### src/sv/assert_macros.svh
// assertion macros used by utf8_stream_decoder
`ifndef ASSERT_MACROS_SVH
`define ASSERT_MACROS_SVH

`ifndef SYNTHESIS
`define ASSERT_CLK(lbl, clk, rstn, prop, msg) \
  lbl: assert property (@(posedge clk) disable iff (!rstn) (prop)) else $error(msg);
`define ASSERT_ALWAYS(lbl, clk, prop, msg) \
  lbl: assert property (@(posedge clk) (prop)) else $error(msg);
`else
`define ASSERT_CLK(lbl, clk, rstn, prop, msg)
`define ASSERT_ALWAYS(lbl, clk, prop, msg)
`endif

`endif

### src/sv/utf8d_pkg.sv
`timescale 1ns / 1ps
// ----------------------------------------------------------------------------
// utf8d_pkg
// Types and constants for the streaming utf-8 decoder.
// ----------------------------------------------------------------------------
package utf8d_pkg;

  localparam int unsigned CountW = 16;
  localparam int unsigned CodeW  = 21;
  localparam int unsigned PaddrW = 2;
  localparam logic [CountW-1:0] LimitReset = 16'hFFFF;

  typedef enum logic [2:0] {
    ST_OK         = 3'd0,
    ST_STRAY      = 3'd1,
    ST_MALFORMED  = 3'd2,
    ST_INCOMPLETE = 3'd3,
    ST_LIMIT      = 3'd4,
    ST_END        = 3'd5
  } status_e;

  typedef struct packed {
    logic [7:0] byte_value;
    logic       last_byte;
  } in_item_t;

  typedef struct packed {
    logic [CodeW-1:0]  code_point;
    logic              char_valid;
    status_e           status;
    logic              finished;
    logic [CountW-1:0] chars_out;
  } out_item_t;

  typedef struct packed {
    logic [1:0]        bytes_pending;
    logic [CodeW-1:0]  partial_value;
    logic              sequence_bad;
    logic              halted;
    logic [CountW-1:0] char_count;
  } dec_state_t;

endpackage

### src/sv/utf8d_cfg.sv
`timescale 1ns / 1ps
// ----------------------------------------------------------------------------
// utf8d_cfg
// Register port holding the per-buffer character limit.
// ----------------------------------------------------------------------------
module utf8d_cfg (
  input  logic                                clk_i,
  input  logic                                rst_ni,
  input  logic                                psel,
  input  logic                                penable,
  input  logic                                pwrite,
  input  logic [utf8d_pkg::PaddrW-1:0]        paddr,
  input  logic [31:0]                         pwdata,
  output logic [31:0]                         prdata,
  output logic                                pready,
  output logic [utf8d_pkg::CountW-1:0]        limit_o
);
  import utf8d_pkg::*;

  logic [CountW-1:0] limit_q;
  logic              wr_en;

  // the limit is the only register, at address 0
  assign wr_en  = psel && penable && pwrite && (paddr == '0);
  assign pready = 1'b1;
  assign prdata = {{(32-CountW){1'b0}}, limit_q};
  assign limit_o = limit_q;

  always_ff @(posedge clk_i or negedge rst_ni) begin
    if (!rst_ni) begin
      limit_q <= LimitReset;
    end else if (wr_en) begin
      limit_q <= pwdata[CountW-1:0];
    end
  end

endmodule

### src/sv/utf8d_step.sv
`timescale 1ns / 1ps
// ----------------------------------------------------------------------------
// utf8d_step
// Next-state and result logic for one byte of the stream.
// ----------------------------------------------------------------------------
module utf8d_step (
  input  utf8d_pkg::dec_state_t        state_i,
  input  utf8d_pkg::in_item_t          item_i,
  input  logic [utf8d_pkg::CountW-1:0] limit_i,
  output utf8d_pkg::dec_state_t        state_o,
  output logic                         have_o,
  output utf8d_pkg::out_item_t         result_o
);
  import utf8d_pkg::*;

  dec_state_t       nxt;
  logic             have;
  logic             valid;
  logic             fin;
  status_e          status;
  logic [CodeW-1:0] cp;
  logic [7:0]       b;
  logic [CountW-1:0] count_out;

  assign b = item_i.byte_value;

  always_comb begin
    nxt    = state_i;
    have   = 1'b0;
    valid  = 1'b0;
    fin    = 1'b0;
    status = ST_OK;
    cp     = '0;

    if (!state_i.halted) begin
      if (state_i.char_count >= limit_i) begin
        have = 1'b1; status = ST_LIMIT; fin = 1'b1; nxt.halted = 1'b1;
      end else if (state_i.bytes_pending == 2'd0) begin
        nxt.sequence_bad = 1'b0;
        if (b[7] == 1'b0) begin
          cp = {{(CodeW-8){1'b0}}, b};
          valid = 1'b1;
        end else if (b[7:5] == 3'b110) begin
          nxt.partial_value = {{(CodeW-5){1'b0}}, b[4:0]};
          nxt.bytes_pending = 2'd1;
        end else if (b[7:4] == 4'b1110) begin
          nxt.partial_value = {{(CodeW-4){1'b0}}, b[3:0]};
          nxt.bytes_pending = 2'd2;
        end else if (b[7:3] == 5'b11110) begin
          nxt.partial_value = {{(CodeW-3){1'b0}}, b[2:0]};
          nxt.bytes_pending = 2'd3;
        end else if (b[7:6] == 2'b10) begin
          have = 1'b1; status = ST_STRAY;
        end else begin
          have = 1'b1; status = ST_MALFORMED; fin = 1'b1; nxt.halted = 1'b1;
        end
      end else begin
        if (b[7:6] != 2'b10) begin
          nxt.sequence_bad = 1'b1;
        end
        nxt.partial_value = {state_i.partial_value[CodeW-7:0], b[5:0]};
        nxt.bytes_pending = state_i.bytes_pending - 2'd1;
        if (nxt.bytes_pending == 2'd0) begin
          if (nxt.sequence_bad) begin
            have = 1'b1; status = ST_MALFORMED; fin = 1'b1; nxt.halted = 1'b1;
          end else begin
            cp = nxt.partial_value;
            valid = 1'b1;
          end
        end
      end

      if (valid) begin
        have = 1'b1;
        nxt.char_count = state_i.char_count + 1'b1;
        if (nxt.char_count >= limit_i) begin
          status = ST_LIMIT; fin = 1'b1; nxt.halted = 1'b1;
        end
      end

      // end of buffer closes whatever is still open
      if (item_i.last_byte && !fin) begin
        have = 1'b1;
        fin  = 1'b1;
        if (nxt.bytes_pending != 2'd0) begin
          status = ST_INCOMPLETE;
        end else if (status == ST_OK) begin
          status = ST_END;
        end
      end
    end

    count_out = nxt.char_count;
    if (item_i.last_byte) begin
      nxt = '0;
    end
  end

  assign state_o             = nxt;
  assign have_o              = have;
  assign result_o.code_point = cp;
  assign result_o.char_valid = valid;
  assign result_o.status     = status;
  assign result_o.finished   = fin;
  assign result_o.chars_out  = count_out;

endmodule

### src/sv/utf8_stream_decoder.sv
`timescale 1ns / 1ps
// ----------------------------------------------------------------------------
// utf8_stream_decoder
// Streaming utf-8 decoder: one byte per item in, zero or one result per byte.
// ----------------------------------------------------------------------------
// Usage:
//   The input channel (in_valid_i / in_stall_o / in_data_i) carries one byte
//   per item with a flag on the last byte of a buffer. The output channel
//   (out_valid_o / out_stall_i / out_data_o) carries decoded code points and
//   status items; lead bytes, middle continuation bytes and bytes after a
//   stop produce no item.
//   An accepted byte lands in an input register and is decoded from there;
//   its result is written to the output register, which offers it.
//   One byte is taken every cycle while in_stall_o is low; the decode state updates in a single
//   pass between the input and output registers.
//   When the receiver stalls, the output register holds its item and the
//   input register holds the next byte; in_stall_o rises only when that
//   byte would produce a result and the output register cannot take it.
//   Reset clears the decode state and sets the character limit to 65535.
//   The limit register sits at address 0 of the register port and should
//   only be written while no buffer is in flight.
// ----------------------------------------------------------------------------
`include "assert_macros.svh"

module utf8_stream_decoder (
  input  logic                          clk_i,
  input  logic                          rst_ni,
  input  logic                          in_valid_i,
  output logic                          in_stall_o,
  input  utf8d_pkg::in_item_t           in_data_i,
  output logic                          out_valid_o,
  input  logic                          out_stall_i,
  output utf8d_pkg::out_item_t          out_data_o,
  input  logic                          psel,
  input  logic                          penable,
  input  logic                          pwrite,
  input  logic [utf8d_pkg::PaddrW-1:0]  paddr,
  input  logic [31:0]                   pwdata,
  output logic [31:0]                   prdata,
  output logic                          pready
);
  import utf8d_pkg::*;

  logic [CountW-1:0] limit;
  logic              in_valid_q;
  in_item_t          in_item_q;
  dec_state_t        state_q;
  dec_state_t        state_d;
  logic              have;
  out_item_t         result;
  logic              out_valid_q;
  out_item_t         out_item_q;
  logic              out_free;
  logic              advance;

  utf8d_cfg u_cfg (
    .clk_i   (clk_i),
    .rst_ni  (rst_ni),
    .psel    (psel),
    .penable (penable),
    .pwrite  (pwrite),
    .paddr   (paddr),
    .pwdata  (pwdata),
    .prdata  (prdata),
    .pready  (pready),
    .limit_o (limit)
  );

  utf8d_step u_step (
    .state_i  (state_q),
    .item_i   (in_item_q),
    .limit_i  (limit),
    .state_o  (state_d),
    .have_o   (have),
    .result_o (result)
  );

  // a byte with no result never waits on the output side
  assign out_free   = !out_valid_q || !out_stall_i;
  assign advance    = in_valid_q && (!have || out_free);
  assign in_stall_o = in_valid_q && !advance;

  always_ff @(posedge clk_i or negedge rst_ni) begin
    if (!rst_ni) begin
      in_valid_q <= 1'b0;
    end else if (!in_stall_o) begin
      in_valid_q <= in_valid_i;
    end
  end

  always_ff @(posedge clk_i) begin
    if (!in_stall_o && in_valid_i) begin
      in_item_q <= in_data_i;
    end
  end

  always_ff @(posedge clk_i or negedge rst_ni) begin
    if (!rst_ni) begin
      state_q <= '0;
    end else if (advance) begin
      state_q <= state_d;
    end
  end

  always_ff @(posedge clk_i or negedge rst_ni) begin
    if (!rst_ni) begin
      out_valid_q <= 1'b0;
    end else if (advance && have) begin
      out_valid_q <= 1'b1;
    end else if (!out_stall_i) begin
      out_valid_q <= 1'b0;
    end
  end

  always_ff @(posedge clk_i) begin
    if (advance && have) begin
      out_item_q <= result;
    end
  end

  assign out_valid_o = out_valid_q;
  assign out_data_o  = out_item_q;

  `ASSERT_CLK(a_char_counted, clk_i, rst_ni, out_valid_o && out_data_o.char_valid |-> out_data_o.chars_out != '0, "character result with zero count")
  `ASSERT_CLK(a_empty_code, clk_i, rst_ni, out_valid_o && !out_data_o.char_valid |-> out_data_o.code_point == '0, "code point set without a character")
  `ASSERT_CLK(a_stop_finishes, clk_i, rst_ni, out_valid_o && (out_data_o.status == ST_MALFORMED || out_data_o.status == ST_INCOMPLETE || out_data_o.status == ST_LIMIT || out_data_o.status == ST_END) |-> out_data_o.finished, "stop status without finished")
  `ASSERT_CLK(a_stall_needs_item, clk_i, rst_ni, in_stall_o |-> in_valid_q && out_valid_q && out_stall_i, "input stalled without a blocked result")

endmodule
### config.mk
export PLATFORM = sky130hd
export DESIGN_NAME = utf8_stream_decoder
export DESIGN_NICKNAME = d
export VERILOG_FILES = /design/src/sv/utf8d_pkg.sv /design/src/sv/utf8d_cfg.sv /design/src/sv/utf8d_step.sv /design/src/sv/utf8_stream_decoder.sv
export VERILOG_INCLUDE_DIRS = /design/src /design/src/sv
export SDC_FILE = /design/constraint.sdc
export NUM_CORES = 1
export LEC_CHECK = 0
export BUFFER_PORTS_ARGS = -buffer_cell sky130_fd_sc_hd__buf_2
export CORE_UTILIZATION = 59
export DETAILED_ROUTE_END_ITERATION = 7
export GPL_TIMING_DRIVEN = 0
export PLACE_DENSITY = 0.95
export SYNTH_ARGS = -nofsm -noshare
export SYNTH_HDL_FRONTEND = slang
export SYNTH_SLANG_ARGS = --single-unit
### constraint.sdc
create_clock -name clk_i -period 14 [get_ports clk_i]
set_input_delay 0.7 -clock clk_i [delete_from_list [all_inputs] [get_ports clk_i]]
set_output_delay 0.7 -clock clk_i [all_outputs]
set_load 0.005 [all_outputs]
Word level (Yosys, flattened, before mapping)
Cells that the tools add are included.
{ "op_classes": {"n_addsub": 2, "n_lt_le_gt_ge": 2, "eq_ne": 10, "mux": 65, "n_reduce_logical": 25} }
{ "op_table": {"columns": ["operator", "count"], "rows": [
  ["two-way mux 23 bit", 4],
  ["two-way mux 41 bit", 2],
  ["two-way mux 21 bit", 3],
  ["two-way mux 24 bit", 2],
  ["two-way mux 3 bit", 13],
  ["two-way mux 1 bit", 36],
  ["greater-or-equal comparator 16 bit", 2],
  ["two-way mux 25 bit", 1],
  ["two-way mux 17 bit", 1],
  ["adder 16 x 1 -> 16 bit, second input constant", 1],
  ["logical AND 1 bit", 8],
  ["two-way mux 7 bit", 1],
  ["zero test 1 bit", 6],
  ["zero test 2 bit", 3],
  ["!= test 2 bit, second input constant", 3],
  ["== test 5 bit, second input constant", 1],
  ["!= test 5 bit, second input constant", 1],
  ["AND reduction 5 bit", 1],
  ["== test 4 bit, second input constant", 1],
  ["two-way mux 2 bit", 2],
  ["== test 3 bit, second input constant", 1],
  ["zero test 3 bit", 1],
  ["!= test 3 bit, second input constant", 1],
  ["AND reduction 3 bit", 1],
  ["other kinds (7)", 8]
]} }
{ "word_totals": {"register_bits": 104, "inputBits": 50, "out_inout_bits": 77, "word_cells": 119} }

Longest topological paths before layout
Gate-level depths: netlist (run 1).
{ "logic_depth": {"word_depth": 23, "mapped_depth": 17, "depth_no_buf": 14} }

Modules after synthesis
From an unflattened synthesis (run 1), not the netlist that was laid out.
{ "hier_totals": {"hier_cells": 656, "area_unflattened_um2": 7031.7} }
{ "modules_own_cells": {"columns": ["mod", "n_inst", "cells_per_inst", "area_per_inst_um2"], "rows": [
  ["utf8_stream_decoder", 1, 296, 4001.3],
  ["utf8d_step", 1, 290, 2098.3],
  ["utf8d_cfg", 1, 70, 932.1]
]} }

Least setup slack after synthesis (run 1)
No wires, ideal clock.
{ "synth_path": {"kind": "register to register", "from": "reg state_q[0] (netlist name)", "to": "reg out_item_q (netlist bit out_data_o[0]), enable pin", "t_arrival_ns": 6.383, "setup_slack_ns": 7.110, "path_stages_with_launch": 15, "cell_sequence": "dfrtp_1 ha_1 nand3_1 nor4_1 nand3_1 nor2_1 xor2_1 ha_1 a21o_1 a21oi_1 a21oi_1 o22a_1 a41oi_2 buf_2 a211oi_1"} }
{ "synth_between": {"elab_chain_cells": 13, "word_cells_on_any_way": 19} }
{ "synth_rtl": {"columns": ["element", "line_no", "source"], "rows": [
  ["start: declaration", "utf8_stream_decoder.sv:47", "dec_state_t state_q;"],
  ["start signal: assignment", "utf8_stream_decoder.sv:101", "state_q <= state_d;"],
  ["adder 16 x 1 -> 16 bit or greater-or-equal comparator 16 bit (tied branches)", "utf8d_step.sv:75, utf8d_step.sv:36", null],
  ["greater-or-equal comparator 16 bit or two-way mux 1 bit (tied branches)", "utf8d_step.sv:76, utf8d_step.sv:36", null],
  ["two-way mux 1 bit, on equally long branches", "utf8d_step.sv:76, utf8d_step.sv:35", null],
  ["two-way mux 1 bit", "utf8d_step.sv:73", "if (valid) begin"],
  ["two-way mux 1 bit", "utf8d_step.sv:35", "if (!state_i.halted) begin"],
  ["zero test 1 bit", "utf8d_step.sv:82", "if (item_i.last_byte && !fin) begin"],
  ["logical AND 1 bit", "utf8d_step.sv:82", null],
  ["two-way mux 1 bit (*)", "utf8d_step.sv:82", null],
  ["two-way mux 1 bit (*)", "utf8d_step.sv:35", null],
  ["zero test 1 bit", "utf8_stream_decoder.sv:80", "assign advance = in_valid_q && (!have || out_free);"],
  ["logical OR 1 bit", "utf8_stream_decoder.sv:80", null],
  ["logical AND 1 bit", "utf8_stream_decoder.sv:80", null],
  ["logical AND 1 bit (*)", "utf8_stream_decoder.sv:116", "if (advance && have) begin"],
  ["end signal: assignment", "utf8_stream_decoder.sv:117", "out_item_q <= result;"],
  ["end: declaration", "utf8_stream_decoder.sv:52", "out_item_t out_item_q;"]
]} }
Mark *: on every way between the ends. The rest lies on a longest branch, timed or not. The select of a mux whose other input is x is not followed.
A chain may end at the register's enable or synchronous reset.

Final worst setup path (run 1)
{ "layout_path": {"from": "reg state_q[0] (netlist name)", "to": "out in_stall_o"} }
{ "layout_between": {"elab_chain_cells": 14, "word_cells_on_any_way": 20} }
{ "layout_rtl": {"columns": ["element", "line_no", "source"], "rows": [
  ["adder 16 x 1 -> 16 bit or greater-or-equal comparator 16 bit (tied branches)", "utf8d_step.sv:75, utf8d_step.sv:36", null],
  ["greater-or-equal comparator 16 bit or two-way mux 1 bit (tied branches)", "utf8d_step.sv:76, utf8d_step.sv:36", null],
  ["two-way mux 1 bit, on equally long branches", "utf8d_step.sv:76, utf8d_step.sv:35", null],
  ["two-way mux 1 bit", "utf8d_step.sv:73", null],
  ["two-way mux 1 bit", "utf8d_step.sv:35", null],
  ["zero test 1 bit", "utf8d_step.sv:82", null],
  ["logical AND 1 bit", "utf8d_step.sv:82", null],
  ["two-way mux 1 bit (*)", "utf8d_step.sv:82", null],
  ["two-way mux 1 bit (*)", "utf8d_step.sv:35", null],
  ["zero test 1 bit (*)", "utf8_stream_decoder.sv:80", null],
  ["logical OR 1 bit (*)", "utf8_stream_decoder.sv:80", null],
  ["logical AND 1 bit (*)", "utf8_stream_decoder.sv:80", null],
  ["zero test 1 bit (*)", "utf8_stream_decoder.sv:81", "assign in_stall_o = in_valid_q && !advance;"],
  ["logical AND 1 bit (*)", "utf8_stream_decoder.sv:81", null],
  ["end: declaration", "utf8_stream_decoder.sv:29", "output logic in_stall_o,"]
]} }
Marks and branches as above.

==> flow_metrics.py, run 1 <==
metrics = {
    "sta": {
        "slew_headroom": 0.1964,
        "fin_tns_setup_ns": 0,
        "rsz0062_at_grt": "false",
        "min_period_ns": 5.661,
        "worstMarginPinSlew_ns": 1.205,
        "max_clock_freq_ghz": 0.1767,
        "setup_violations": 0,
        "skew_ns": 0.01119,
        "timing.final.crit_share": 0.4043,
        "finalHoldViolations": 0,
        "slew_viol_final": 0,
    },
    "die": {
        "die_h_um": 100.1,
        "row_count": 35,
        "start_util": 0.6115,
        "coreArea_um2": 9284,
        "die_area_um2": 10020,
        "ioPinCount": 127,
        "chipWidth_um": 100.1,
    },
    "synthesis": {
        "synth_seq_cells": 104,
        "synth_area_per_cell_um2": 11.47,
        "synthArstFlopShare": 0.5096,
        "synth_edf_count": 51,
        "syn_inst": 495,
        "syn_area_um2": 5677,
        "synth_warnings": 0,
        "ys_seq_area_frac": 0.5069,
        "ys_types": 64,
        "synth_flop_cell": "edfxtp_1",
    },
    "drt": {
        "num_vias": 4411,
        "vias_per_cell": 5.881,
        "wl_um": 12710,
        "drc": 0,
        "wl_per_cell_um": 16.94,
        "detail_route.iter0.violations": 475,
        "dr.pass1.iters": 5,
        "ant_nets": 0,
    },
    "clock_tree": {
        "clock_path_buffers": 2,
        "cts-root-buf": "clkbuf_8",
        "tritoncts": "yes",
        "ctsHoldBuffers": 0,
        "htree_num_levels": 3,
        "cts_buffers": 9,
        "clock-sinks": 104,
        "post_cts_resized": 0,
        "clkLatencyLatePin_ns": 0.38,
        "clk_pin_slew_ns": 0.11,
        "post-cts-setup-buffer-count": 0,
    },
    "layout": {
        "final_nets": 699,
        "fillers": 687,
        "area_delta_synth_final_pct": 16.84,
        "diodes": 0,
        "drive_gt1_frac": 0.2947,
    },
    "setup_path": {
        "max_stage_delay_ns": 0.80,
        "ff2ff_setup_slack_ns": 8.42,
        "r2r_cells": 16,
        "rr_startpoint": "state_q[0]",
        "crit_chain": "ha_1 > nand3_1 > nor4_1 > nand3_1 > nor2_1 > xor2_1 > ha_1 > a21o_1 > a21oi_1 > a21oi_1 > o22a_1 > a311oi_1 > nand2_1 > inv_1 > buf_2",
        "path_class": "reg2out",
        "r2r-end": "out_data_o[1]",
        "crit_arrival_ns": 4.96,
        "cp-start-kind": "flop",
        "cpMaxStageDelayCell": "nor4_1",
        "end_kind": "output pin",
        "worstPathMaxFanout": 7,
        "required_ns": 13.30,
    },
    "pwr": {
        "irDropWorstVdd_v": 0.00008525,
        "finalPower_uw": 1027,
        "powerDensity_nw_per_um2": 154.9,
        "leakagePower_uw": 0.003030,
    },
    "min_path": {
        "hold_path.class": "in2reg",
        "min_to": "in_item_q[1]",
        "hold_depth": 1,
        "worstHoldStart": "in_data_i[1]",
    },
    "global_route": {
        "grt_pass1_wl_um": 20290,
        "track_usage": 0.2616,
        "gr-total-overflow": 0,
        "antenna_found_initial": 0,
        "first_global_vias": 4135,
        "grt_max_degree": 54,
    },
    "placement": {
        "place.port_buffers": 93,
        "gp_congestion": 0.9529,
        "dp_hpwl_um": 9242,
    },
    "run_status": {
        "run_status": "finished, final reports clean",
    },
    "flow_run": {
        "cap_violations": 0,
    },
}
## power by group
part / internal, µW / total, µW / switching [µW]
combinational: 144 / 354 / 210
sequential: 436 / 478 / 42.0
clock: 73.2 / 195 / 122
total: 653 / 1030 / 375
## cell usage in the layout, fill, tap and decap left out, types with 4 or more instances in the layout
| master | netlist | layout |
|---|---|---|
| buf_2 | 6 | 99 |
| edfxtp_1 | 51 | 51 |
| dfrtp_1 | 37 | 37 |
| ha_1 | 33 | 33 |
| nand2_1 | 27 | 27 |
| inv_1 | 25 | 25 |
| and2_1 | 24 | 24 |
| xnor2_1 | 18 | 18 |
| nor2_1 | 17 | 17 |
| o21ai_0 | 17 | 17 |
| a21oi_1 | 17 | 17 |
| buf_4 | 17 | 17 |
| conb_1 | 2 | 17 |
| mux2_2 | 16 | 16 |
| dfstp_2 | 16 | 16 |
| clkbuf_1 | 13 | 13 |
| a22o_1 | 13 | 13 |
| xor2_1 | 11 | 11 |
| nand3_1 | 11 | 11 |
| clkbuf_8 | 1 | 10 |
| nand4_1 | 10 | 10 |
| a21o_1 | 10 | 10 |
| a41oi_1 | 10 | 10 |
| o31ai_1 | 10 | 10 |
| nand2b_1 | 8 | 8 |
| nor3_1 | 6 | 6 |
| or4_1 | 5 | 5 |
| a31oi_1 | 4 | 4 |
| clkinv_8 | 0 | 4 |
## sequential cells by signal (all words and copies together) (netlist names)
signal,cells
state_q,35
u_cfg.limit_o,16
in_item_q,9
out_valid_o,1
in_valid_q,1
out_data_o,42
## routing by layer
| layer | global-route usage | wire [µm] |
|---|---|---|
| met1 | 0.3625 | 5587 |
| met2 | 0.4127 | 6031 |
| met3 | 0.04944 | 883 |
| met4 | 0.1003 | 203 |
| met5 | 0 | 0 |
## through the flow
| stage | instance area, µm² | util | hold WS, ns | cells | setup slack [ns] |
|---|---|---|---|---|---|
| final | 6633 | 0.7144 | 0.4907 | 750 | 8.339 |
| after global routing | 6633 | 0.7144 | 0.4642 | 750 | 8.113 |
| after CTS | 6633 | 0.7144 | 0.4784 | 750 | 8.511 |
| after detailed placement | 6415 | 0.6910 | 0.4879 | 734 | 8.662 |
| after global placement | 6360 | 0.6850 | 0.4795 | 732 | 5.154 |
| after floorplan | 5733 | - | 0.4044 | 510 | 7.110 |
## how the worst max path moves through the flow
stage | start | endpoint | slack [ns] | cells past startpoint
global placement | state_q[0] | out_data_o[5] | 5.15 | 14
global route | state_q[0] | in_stall_o | 8.11 | 15
detailed placement | state_q[0] | out_data_o[5] | 8.66 | 16
finish | state_q[0] | in_stall_o | 8.34 | 15
CTS | state_q[0] | in_stall_o | 8.51 | 15
floorplan | state_q[0] | out_data_o[0] | 7.11 | 14
## synthesized netlist by cell type (3+ instances only)
master / number / area [µm²]
dfstp_2: 16 / 420.4
nor3_1: 6 / 30.03
nand4_1: 10 / 62.56
xnor2_1: 18 / 157.7
a211oi_1: 4 / 30.03
and3_1: 3 / 18.77
a22o_1: 13 / 113.9
dfrtp_1: 37 / 925.9
a221o_1: 3 / 30.03
nand2_1: 27 / 101.4
nor2b_1: 3 / 18.77
nand2b_1: 8 / 50.05
o21ai_0: 17 / 85.08
and2_1: 24 / 150.1
clkbuf_1: 13 / 48.80
nor2_1: 17 / 63.81
o41ai_1: 3 / 26.28
o2bb2ai_1: 3 / 26.28
a41oi_1: 10 / 87.58
xor2_1: 11 / 96.34
or4_1: 5 / 37.54
o31ai_1: 10 / 75.07
buf_4: 17 / 127.6
nand3_1: 11 / 55.05
ha_1: 33 / 412.9
a21oi_1: 17 / 85.08
buf_2: 6 / 30.03
a31oi_1: 4 / 25.02
edfxtp_1: 51 / 1531
inv_1: 25 / 93.84
or2_2: 3 / 18.77
mux2_2: 16 / 180.2
a21o_1: 10 / 75.07
## layout make-up
class / count / area [µm²] / area share
flip-flops and latches: 104 / 2878 / 0.4339
well taps: 129 / 161.4 / 0.02434
plain buffers: 40 / 246.5 / 0.03716
inverters: 26 / 97.59 / 0.01471
clock inverters: 7 / 93.84 / 0.01415
multi-input cells: 340 / 2524 / 0.3805
repair buffers: 95 / 508.0 / 0.07659
clock buffers: 9 / 123.9 / 0.01868
## critical path: cells and delay by family (launching register included)
kind,cells,cell delay (ns)
compound gates,5,1.18
xor+xnor,1,0.18
fa+ha+maj,2,0.56
buf+inv,2,0.18
flops,1,0.48
simple gates,5,1.98
## cell families after synthesis
logic type	Yosys count	share of synthesized area
AOI/OAI and AO/OA	115	0.1488
muxes	16	0.03174
and+or+nand+nor	130	0.1331
xor gates and xnor gates	29	0.04474
DFF	104	0.5069
buffers and inverters	66	0.06061
adders and majority gates	33	0.07274
other	2	0.001323
Note: power is estimated with default switching activity, not from simulation.
==> run 2, diff against run 1 <==
ABC_AREA = 1   (was not set)
CORE_UTILIZATION = 50   (was 59)
PLACE_DENSITY = 0.86   (was 0.95)
clock period = 4.8 ns   (was 14 ns; I/O delays follow)
==> flow_metrics.py, run 2 <==
metrics = {
    "run_status": {
        "run_status": "finished, final reports clean",
    },
    "setup_path": {
        "crit_chain": "ha_1 > nand2_1 > nor2_1 > nand2_1 > nor2_1 > nand3_1 > nand3b_1 > nand2_1 > inv_1 > ha_1 > nand2_1 > inv_1 > o21bai_1 > nand2_1 > a21oi_1 > nand3_1 > nand3_1 > nand3_2 > nand2_2 > nand4_1 > inv_2",
        "path_class": "reg2reg",
        "cp-start-kind": "flop",
        "worstPathMaxFanout": 42,
        "r2r_cells": 21,
        "critPathTopFamily": "simple AND/OR/NAND/NOR gates",
        "end_kind": "flop",
        "required_ns": 4.77,
        "max_stage_delay_ns": 0.74,
        "critPathMostFrequentCell": "nand2_1",
        "crit_arrival_ns": 4.07,
        "ff2ff_setup_slack_ns": 0.70,
        "r2r-end": "out_data_o[14]",
        "cpMaxStageDelayCell": "inv_2",
        "crit_start": "state_q[0]",
        "rr_startpoint": "state_q[0]",
        "critPathBufInv": 3,
    },
    "sta": {
        "worstMarginPinSlew_ns": 1.207,
        "finalHoldViolations": 0,
        "timing.final.crit_share": 0.8539,
        "slew_headroom": 0.1955,
        "skew_ns": 0.01035,
        "fin_tns_setup_ns": 0,
        "slew_viol_final": 0,
        "rsz0062_at_grt": "false",
        "holdWs_ns": 0.06027,
        "setup_violations": 0,
        "min_period_ns": 4.099,
        "max_clock_freq_ghz": 0.2440,
    },
    "drt": {
        "top_layer": "met4",
        "detail_route.iter0.violations": 445,
        "num_vias": 4811,
        "wl_met1_um": 5746,
        "drc": 0,
        "met3_wirelength_um": 674,
        "ant_nets": 0,
        "wl_per_cell_um": 13.86,
        "wl_met2_um": 6243,
        "wl_um": 12920,
        "vias_per_cell": 5.162,
        "dr.pass1.iters": 5,
    },
    "layout": {
        "drive_gt1_frac": 0.2235,
        "area_delta_synth_final_pct": 17.49,
        "mostFrequentLayoutCell": "nand2_1",
        "final_nets": 870,
        "regArea_um2": 2878,
        "final_cell_mix": "nand2_1 (153), buf_2 (94), inv_1 (93), nor2_1 (76), edfxtp_1 (51)",
        "fillers": 921,
        "diodes": 0,
        "multiInputGateArea_um2": 2376,
        "final_util": 0.6154,
        "stdcell_count": 932,
        "largest_reg_flops": 42,
    },
    "global_route": {
        "grt_pass1_wl_um": 21110,
        "antenna_found_initial": 0,
        "grt_max_degree": 54,
        "gr-total-overflow": 0,
        "track_usage": 0.2295,
        "first_global_vias": 4603,
    },
    "synthesis": {
        "synthArstFlopShare": 0.5096,
        "ys_types": 41,
        "ys_seq_area_frac": 0.4959,
        "yosysTopAreaCell": "edfxtp_1",
        "synth_warnings": 0,
        "synth_top_area_frac": 0.2639,
        "synth_area_per_cell_um2": 8.687,
        "syn_inst": 668,
        "synth_seq_cells": 104,
        "syn_area_um2": 5803,
        "ys_top_cells_by_count": "nand2_1 (153), inv_1 (94), nor2_1 (76)",
        "synth_flop_cell": "edfxtp_1",
        "yosysMostFrequentCell": "nand2_1",
        "synth_edf_count": 51,
        "synth.area.top_cells": "edfxtp_1 (26%), dfrtp_1 (16%), nand2_1 (9.9%), dfstp_2 (7.2%), ha_1 (7.1%)",
    },
    "placement": {
        "dp_hpwl_um": 9200,
        "gp_congestion": 0.9136,
        "dpl.cell_count": 916,
        "place.port_buffers": 93,
    },
    "clock_tree": {
        "clock-sinks": 104,
        "clk_pin_slew_ns": 0.07,
        "clkLatencyLatePin_ns": 0.35,
        "tritoncts": "yes",
        "clock_path_buffers": 2,
        "post-cts-setup-buffer-count": 0,
        "cts-root-buf": "clkbuf_16",
        "htree_num_levels": 3,
        "post_cts_resized": 0,
        "cts_buffers": 9,
        "ctsHoldBuffers": 0,
    },
    "die": {
        "chipWidth_um": 109.7,
        "die_area_um2": 12040,
        "row_count": 38,
        "coreArea_um2": 11080,
        "start_util": 0.5238,
        "die_h_um": 109.7,
        "ioPinCount": 127,
    },
    "min_path": {
        "min_to": "in_item_q[6]",
        "hold_path.class": "in2reg",
        "hold_depth": 1,
        "worstHoldStart": "in_data_i[6]",
    },
    "pwr": {
        "leakagePower_uw": 0.003394,
        "irDropWorstVdd_v": 0.0003040,
        "powerDensity_nw_per_um2": 471.7,
    },
    "flow_run": {
        "cap_violations": 0,
    },
}
==> run 2: worst max path at each step <==
stage,end,slack (ns),cells past startpoint
2_1_floorplan,out_data_o[0],1.21,18
5_1_grt,out_data_o[36],0.31,20
3_3_place_gp,out_data_o[10],0.29,18
3_5_place_dp,out_data_o[12],0.79,20
4_1_cts,out_data_o[20],0.73,21
6_report,out_data_o[14],0.70,21
==> run 2: layout make-up <==
class,instances,share of cell area
inverters,97,0.05340
flip-flops and latches,104,0.4221
multi-input cells,447,0.3485
clock buffers,10,0.03670
clock inverters,6,0.009910
well taps,140,0.02569
repair buffers,93,0.06827
plain buffers,35,0.03542
==> run 2: layer usage <==
metal  up-vias  GRT usage
met5         -          0
met4         0     0.1029
met3        28    0.03320
met2       176     0.3769
met1      2226     0.3018
li1       2381          -
==> run 2: stage by stage <==
stage          setup WS [ns]  total power, µW  area [µm²]
2_1_floorplan          1.209             2069        5859
3_3_place_gp          0.2890             2427        6500
3_5_place_dp          0.7866             2458        6500
4_1_cts               0.7297             3220        6818
5_1_grt               0.3150             3440        6818
6_report              0.7012             3216        6818
==> run 2: cell families after synthesis <==
logic type,share of synthesized area
simple gates,0.2255
buf+inv,0.1044
flops,0.4959
compound gates,0.08625
fa+ha+maj,0.07115
xor+xnor,0.01358
other cells,0.001294
mux,0.001940
==> run 2: where the power goes <==
group / internal, µW / switching (µW)
logic: 388 / 728
clock network: 399 / 355
registers: 1230 / 115
